File: config.mk
export PLATFORM = sky130hd
export DESIGN_NAME = binary_to_decimal_or_hex_text
export DESIGN_NICKNAME = d
export VERILOG_FILES = /design/src/b2t_pkg.sv /design/src/binary_to_decimal_or_hex_text.sv
export SDC_FILE = /design/constraint.sdc
export NUM_CORES = 1
export LEC_CHECK = 0
export ABC_CLOCK_PERIOD_IN_PS = 12500
export BUFFER_PORTS_ARGS = -buffer_cell sky130_fd_sc_hd__buf_4
export CORE_UTILIZATION = 25
export CTS_CLUSTER_DIAMETER = 150
export CTS_CLUSTER_SIZE = 14
export DETAILED_ROUTE_END_ITERATION = 10
export GPL_TIMING_DRIVEN = 0
export MAX_ROUTING_LAYER = met4
export SYNTH_ARGS = -nofsm -noshare
export SYNTH_HDL_FRONTEND = slang
export SYNTH_SLANG_ARGS = --single-unit
File: constraint.sdc
create_clock -name clk -period 12.5 [get_ports clk]
set_input_delay 1.875 -clock clk [delete_from_list [all_inputs] [get_ports clk]]
set_output_delay 1.875 -clock clk [all_outputs]
set_load 0.02 [all_outputs]
File: src/b2t_pkg.sv
`timescale 1ns / 1ps
// ----------------------------------------------------------------------------
// b2t_pkg: shared types and constants for the binary to text converter
// Holds the controller state type and the ASCII digit lookup.
// ----------------------------------------------------------------------------
package b2t_pkg;

  // Controller states, one-hot
  typedef enum logic [2:0] {
    ST_IDLE = 3'b001,
    ST_CONV = 3'b010,
    ST_EMIT = 3'b100
  } state_t;

  localparam int unsigned DIGIT_W  = 4;
  localparam int unsigned CHAR_W   = 7;
  localparam logic [CHAR_W-1:0] CHAR_ZERO  = 7'h30;  // '0'
  localparam logic [CHAR_W-1:0] CHAR_A_OFF = 7'h57;  // 'a' - 10
  localparam logic [DIGIT_W-1:0] NIB_TEN   = 4'd10;
  localparam logic [DIGIT_W-1:0] BCD_FIVE  = 4'd5;
  localparam logic [DIGIT_W-1:0] BCD_THREE = 4'd3;

  // One digit (0..15) to its lower-case ASCII code
  function automatic logic [CHAR_W-1:0] digit_to_ascii(input logic [DIGIT_W-1:0] nib);
    logic [CHAR_W-1:0] ext;
    ext = {{(CHAR_W - DIGIT_W){1'b0}}, nib};
    if (nib < NIB_TEN) begin
      digit_to_ascii = CHAR_ZERO + ext;
    end else begin
      digit_to_ascii = CHAR_A_OFF + ext;
    end
  endfunction

endpackage

File: src/binary_to_decimal_or_hex_text.sv
`timescale 1ns / 1ps
// ----------------------------------------------------------------------------
// binary_to_decimal_or_hex_text: unsigned binary to ASCII digit stream
// Converts one value per word to decimal or lower-case hex text, most
// significant digit first, leading zeros suppressed, last digit marked.
// ----------------------------------------------------------------------------
// Usage:
//   Input channel (in_valid / in_stall) takes one word: in_op selects the
//   radix (0 decimal, 1 hex) and in_value holds the number. in_stall is high
//   while a word is being converted or its digits are still going out, so
//   one word is handled at a time.
//   Output channel (out_valid / out_stall) carries one character per word
//   in out_digit_char, with out_last set on the least significant digit.
//   Decimal words pass through a double-dabble shifter, one input bit per
//   cycle, then the BCD register is shifted out one digit per cycle:
//   leading zeros are skipped, the others emitted while the receiver
//   does not stall. Hex words skip the conversion and go straight to the
//   digit shifter. The bit-serial conversion sets the decimal rate.
//   A stalled receiver holds the output register; the digit shifter waits,
//   but leading zeros are still skipped. Reset (synchronous, rst_n low)
//   returns to idle and drops out_valid.
module binary_to_decimal_or_hex_text #(
  parameter int unsigned VALUE_WIDTH = 64
) (
  input  logic                       clk,
  input  logic                       rst_n,
  input  logic                       in_valid,
  output logic                       in_stall,
  input  logic                       in_op,
  input  logic [VALUE_WIDTH-1:0]     in_value,
  output logic                       out_valid,
  input  logic                       out_stall,
  output logic [b2t_pkg::CHAR_W-1:0] out_digit_char,
  output logic                       out_last
);
  import b2t_pkg::*;

  // Decimal digits needed: floor(W * log10 2) + 1
  localparam int unsigned DEC_DIGITS = (VALUE_WIDTH * 30103) / 100000 + 1;
  localparam int unsigned HEX_DIGITS = (VALUE_WIDTH + 3) / 4;
  localparam int unsigned HEX_W      = HEX_DIGITS * DIGIT_W;
  localparam int unsigned DW         = DEC_DIGITS * DIGIT_W;
  localparam int unsigned CW         = $clog2(VALUE_WIDTH + 1);
  localparam int unsigned RW         = $clog2(DEC_DIGITS + 1);

  state_t                  state_r, state_nxt;
  logic [VALUE_WIDTH-1:0]  bin_r, bin_nxt;
  logic [DW-1:0]           dig_r, dig_nxt;
  logic [CW-1:0]           cnt_r, cnt_nxt;
  logic [RW-1:0]           rem_r, rem_nxt;
  logic                    started_r, started_nxt;
  logic                    out_valid_r, out_valid_nxt;
  logic [CHAR_W-1:0]       out_char_r, out_char_nxt;
  logic                    out_last_r, out_last_nxt;

  logic                    in_fire;
  logic                    slot_free;
  logic                    emit_fire;
  logic                    skip;
  logic [DIGIT_W-1:0]      top_nib;
  logic [DW-1:0]           dig_adj;
  logic [HEX_W-1:0]        hex_load;

  assign in_stall       = (state_r != ST_IDLE);
  assign in_fire        = in_valid && !in_stall;
  assign slot_free      = !out_valid_r || !out_stall;
  assign top_nib        = dig_r[DW-1 -: DIGIT_W];
  assign skip           = (state_r == ST_EMIT) && !started_r && (top_nib == '0)
                          && (rem_r != RW'(1));
  assign emit_fire      = (state_r == ST_EMIT) && !skip && slot_free;
  assign hex_load       = HEX_W'(in_value);

  assign out_valid      = out_valid_r;
  assign out_digit_char = out_char_r;
  assign out_last       = out_last_r;

  // Double-dabble correction: add 3 to every BCD digit of 5 or more
  always_comb begin
    for (int i = 0; i < DEC_DIGITS; i++) begin
      if (dig_r[i*DIGIT_W +: DIGIT_W] >= BCD_FIVE) begin
        dig_adj[i*DIGIT_W +: DIGIT_W] = dig_r[i*DIGIT_W +: DIGIT_W] + BCD_THREE;
      end else begin
        dig_adj[i*DIGIT_W +: DIGIT_W] = dig_r[i*DIGIT_W +: DIGIT_W];
      end
    end
  end

  // Sequencer and digit shifter
  always_comb begin
    state_nxt     = state_r;
    bin_nxt       = bin_r;
    dig_nxt       = dig_r;
    cnt_nxt       = cnt_r;
    rem_nxt       = rem_r;
    started_nxt   = started_r;
    out_valid_nxt = out_valid_r && out_stall;
    out_char_nxt  = out_char_r;
    out_last_nxt  = out_last_r;
    case (state_r)
      ST_IDLE: begin
        if (in_fire) begin
          started_nxt = 1'b0;
          if (in_op) begin
            dig_nxt   = DW'(hex_load) << (DW - HEX_W);
            rem_nxt   = RW'(HEX_DIGITS);
            state_nxt = ST_EMIT;
          end else begin
            bin_nxt   = in_value;
            dig_nxt   = '0;
            cnt_nxt   = CW'(VALUE_WIDTH);
            state_nxt = ST_CONV;
          end
        end
      end
      ST_CONV: begin
        // one binary bit into the BCD register per cycle
        dig_nxt = {dig_adj[DW-2:0], bin_r[VALUE_WIDTH-1]};
        bin_nxt = {bin_r[VALUE_WIDTH-2:0], 1'b0};
        cnt_nxt = cnt_r - CW'(1);
        if (cnt_r == CW'(1)) begin
          rem_nxt   = RW'(DEC_DIGITS);
          state_nxt = ST_EMIT;
        end
      end
      ST_EMIT: begin
        if (skip) begin
          dig_nxt = dig_r << DIGIT_W;
          rem_nxt = rem_r - RW'(1);
        end else if (emit_fire) begin
          out_valid_nxt = 1'b1;
          out_char_nxt  = digit_to_ascii(top_nib);
          out_last_nxt  = (rem_r == RW'(1));
          started_nxt   = 1'b1;
          dig_nxt       = dig_r << DIGIT_W;
          rem_nxt       = rem_r - RW'(1);
          if (rem_r == RW'(1)) begin
            state_nxt = ST_IDLE;
          end
        end
      end
      default: begin
        state_nxt = ST_IDLE;
      end
    endcase
  end

  // Control registers
  always_ff @(posedge clk) begin
    if (!rst_n) begin
      state_r     <= ST_IDLE;
      out_valid_r <= 1'b0;
      started_r   <= 1'b0;
      cnt_r       <= '0;
      rem_r       <= '0;
    end else begin
      state_r     <= state_nxt;
      out_valid_r <= out_valid_nxt;
      started_r   <= started_nxt;
      cnt_r       <= cnt_nxt;
      rem_r       <= rem_nxt;
    end
  end

  // Datapath registers
  always_ff @(posedge clk) begin
    bin_r      <= bin_nxt;
    dig_r      <= dig_nxt;
    out_char_r <= out_char_nxt;
    out_last_r <= out_last_nxt;
  end

  // Checks
  a_char_range: assert property (@(posedge clk) disable iff (!rst_n)
    out_valid_r |-> (out_char_r >= CHAR_ZERO && out_char_r <= 7'h66))
    else $error("output character out of range");

  a_last_ends_run: assert property (@(posedge clk) disable iff (!rst_n)
    (emit_fire && rem_r == RW'(1)) |=> (state_r == ST_IDLE && out_last_r))
    else $error("final digit did not close the run");

  a_conv_count: assert property (@(posedge clk) disable iff (!rst_n)
    (state_r == ST_CONV) |-> (cnt_r != '0))
    else $error("conversion counter underflow");

  a_emit_remaining: assert property (@(posedge clk) disable iff (!rst_n)
    (state_r == ST_EMIT) |-> (rem_r != '0))
    else $error("digit counter underflow");

endmodule

==> impl_results.md <==
* Run status: finished, final reports clean
* Die H at around 190 um
* Hold-fix buffers, CTS at 0
* Fraction of power spent switching nets at 0.3467
* Arrival time reported for the critical path endpoint at 4.18 ns
* Worst ir drop on vdd at just over 0.00009 V
* Die area at 0.03767 mm^2
* Postcts setup bufs at 0
* Post-Syn Area at 0.009225 mm^2
* Most frequently used flop master after synthesis: edfxtp_1
* Post-Route WL at 25050 um
* Mean area per synthesized cell at between 9 and 10 um^2
* Number of cells produced by synthesis at around 940
* Switching power summed over all nets at around 0.0007 W
* Via count of the first global-routing pass at roughly 7000
* Max-slew violation total from the final report at 0
* Sequential element share of the synthesized area at 0.5317
* Sum of internal, switching and leakage power at just over 0.002 W
* Worst hold path type: flop to flop
* Port buffer count at 78
* Max-slew headroom at 0.08025
* Tcrit/Tclk final at 0.3154
* Achievable clock frequency at 253.7 MHz
* Leftover overflow at the end of global routing at 0
* Worst-Margin Slew at 1.369 ns
* Part of the power in registers at 0.454
* TritonCTS clock tree: built
* Post-route design area at 0.01099 mm^2
* Number of antenna violations at the first check in global routing at 0
* Most area-hungry cell type in the Yosys netlist: edfxtp_1
* Starting Density at 0.2569
* Commonest cells after routing, fill and taps aside: nand2_1 (236), edfxtp_1 (152), buf_4 (78), a21oi_1 (75), o21ai_0 (63)
* Max-Cap Viols at 0
* Area post-placement at approximately 0.010 mm^2
* Number of synthesized flops with an enable pin at 152
* Largest cells by area after synthesis: edfxtp_1 (49%), nand2_1 (9.6%), ha_1 (6.0%)
* Fraction of layout cells with a size suffix above 1 at 0.1101
* Number of endpoints with negative hold slack in the final report at 0
* Later-pin clock latency in the skew report at between 0.4 and 0.5 ns
* Dominant combinational cell family by area after synthesis: simple AND/OR/NAND/NOR gates
* Average wire per cell in the routed design at about 17 um
* Setup crit end kind: flop
* First-pass GRT wire length at slightly below 40000 um
* Worst-case hold slack at roughly 0.48 ns
* End of the critical path: dig_r[73]$_DFFE_PP_
* Total I/O pin count at 79
* RSZ-0062 raised after global routing: false
* Share of cell area taken by muxes after synthesis at 0.001085
* Startpoint of the worst register-to-register path: state_r[0]$_SDFFE_PN1P_
* Area share of xor/xnor cells in the synthesized design at 0.02658
* Layout overhead on the synthesized area at 19.18%
* Per-cell via count in the routed design at around 4.8
* Ant. Diodes at 0
* Clock root buffer: clkbuf_16
* H-Tree Level Count at 4
* Post-synthesis share of cell area spent on full adders, half adders and majority gates at 0.05968
* Final RePlAce weighted congestion at a little over 0.8
* Clock transition at the register clock pins on the worst setup and hold paths after CTS at approximately 0.070 ns
* CP Launch Point: in_op
* Via Count at between 7000 and 8000
* Maximum number of pins on one net before global-route repair at 37
* List of cells traversed by the critical path: buf_4 -> inv_1 -> nor3_1 -> clkbuf_1 -> a22oi_1 -> o21ai_0
* Die outline width at approximately 190 um
* Cell with the largest stage delay on the worst path: nor3_1
* Simple-gate share of the synthesized area at 0.1763
* Commonest non-fill, non-tap cell in the layout: nand2_1
* Area of the core at 0.03591 mm^2
* CP Data Required Time at 12.74 ns
* Top cell type's share of synthesized area at 0.4948
* Critical path's largest stage delay at between 1 and 1.5 ns
* Number of nets produced by synthesis at around 1100
* Total number of clock tree sinks at 169
* Number of iterations in the first detailed-routing pass at 5
* Final-layout setup total negative slack at 0 ns
* Share of flip-flops with an asynchronous set or reset after synthesis at 0
* Number of antenna-violating nets in the routed design at 0
* Minimum clock period after layout at just under 4 ns
* Flop-to-flop setup slack at between 9 and 10 ns
* Distinct cell type count after synthesis at 56
* Element type at the critical path start: primary input
* Type of the worst setup path: primary input to flop
* Static leakage at between 4 and 5 nW
* Resized Gates After CTS at 0
* Critical register-to-register path endpoint: bin_r[39]$_DFFE_PP_
* Net count of the finished layout at about 1200
* Synthesis Warnings at 0
* Number of buffers created by CTS at 17
* Internal Dissipation at 0.001319 W
* Proportion of power drawn by the clock network at 0.246
* Std-Cell Rows at just under 70
* R2r worst-path depth at 7
* Tot GR Track Use at 0.1376
* Number of DRC violations after detailed routing at 0
* Endpoints failing setup at 0
* Number of DRC markers after the initial detailed-route iteration at between 700 and 800
* Max Root-Sink Buffers at 2
* Power per standard cell area at 183.6 mW/mm^2
* Skew final at between 0.01 and 0.015 ns
* Detailed Place HPWL at 17930 um
* Max Fanout on Critical Path at 10
* Area fraction in compound gates after synthesis at 0.1664
* Number of synthesized register bits at approximately 170
* Relative contribution of combinational cells to total power at 0.300
routing by layer:
layer | vias to the layer above | wire, um | GRT usage
met4 | 0 | 265 | 0.03204
met2 | 178 | 11750 | 0.2212
met1 | 3452 | 11880 | 0.1816
met5 | - | 0 | -
met3 | 18 | 1152 | 0.02105
li1 | 3564 | - | -
metrics by stage:
| stage | util | std cells | worst slack (ns) |
|---|---|---|---|
| after global routing | 0.3061 | 1515 | 8.567 |
| after CTS | 0.3061 | 1515 | 8.629 |
| after global placement | 0.2892 | 1480 | 4.281 |
| after floorplan | - | 941 | 6.219 |
| after detailed placement | 0.2911 | 1483 | 8.179 |
| final | 0.3061 | 1515 | 8.558 |
layout make-up:
class,instances,area [um^2]
fillers,3748,24920
flip-flops and latches,169,4905
multi-input cells,679,3979
repair buffers,81,645.6
well taps,461,576.8
clock buffers,26,500.5
inverters,52,195.2
plain buffers,41,153.9
clock inverters,6,38.79
synth_stat cells (all sizes together) (3+ instances only):
library cell and number:
o21ai 64, clkbuf 36, dfxtp 17, a41oi 3
a221o 30, nor2 62, nand2 236, or3b 3
a22oi 33, nor3 3, a22o 3, nor3b 20
edfxtp 152, xnor2 26, and2 3, ha 44
nor2b 5, o22ai 6, a21oi 75, o211a 3
nand2b 19, nor4 3, inv 52, buf 5
worst max-delay path: cells and delay by family:
| kind | cells | cell delay, ns |
|---|---|---|
| simple gates | 1 | 1.08 |
| compound gates | 2 | 0.36 |
| buf+inv | 3 | 0.87 |
logic make-up (layout without fill, tap and decap cells):
family,after synthesis,in the layout
xor gates and xnor gates,28,28
and+or+nand+nor,368,368
other,1,1
buffers and inverters,93,206
muxes,1,1
adders and majority gates,44,44
AOI/OAI and AO/OA,237,237
DFF,169,169
flip-flops by register name, indices dropped and copies added (netlist names):
register / count
dig_r: 80
bin_r: 64
cnt_r: 7
out_digit_char: 7
rem_r: 5
state_r: 3
out_last: 1
out_valid: 1
started_r: 1
worst min-delay path by stage:
stage,startpoint,to,slack (ns),cells after the start
3_5_place_dp,rem_r[1]$_SDFFE_PN0P_,rem_r[1]$_SDFFE_PN0P_,0.48,2
2_1_floorplan,rem_r[1]$_SDFFE_PN0P_,rem_r[1]$_SDFFE_PN0P_,0.45,2
4_1_cts,rem_r[1]$_SDFFE_PN0P_,rem_r[1]$_SDFFE_PN0P_,0.49,2
6_report,rem_r[1]$_SDFFE_PN0P_,rem_r[1]$_SDFFE_PN0P_,0.48,2
3_3_place_gp,rem_r[1]$_SDFFE_PN0P_,rem_r[1]$_SDFFE_PN0P_,0.47,2
5_1_grt,bin_r[25]$_DFFE_PP_,bin_r[26]$_DFFE_PP_,0.54,2
power by group through the flow:
stage          clock network, W  logic (W)  registers, W
3_5_place_dp                  0   0.000605      0.000923
6_report               0.000497   0.000606      0.000916
4_1_cts                0.000503   0.000610      0.000914
5_1_grt                0.000525   0.000684      0.000937
3_3_place_gp                  0   0.000571      0.000943
2_1_floorplan                 0   0.000436      0.000903
Power figures use the tool's default switching activity.
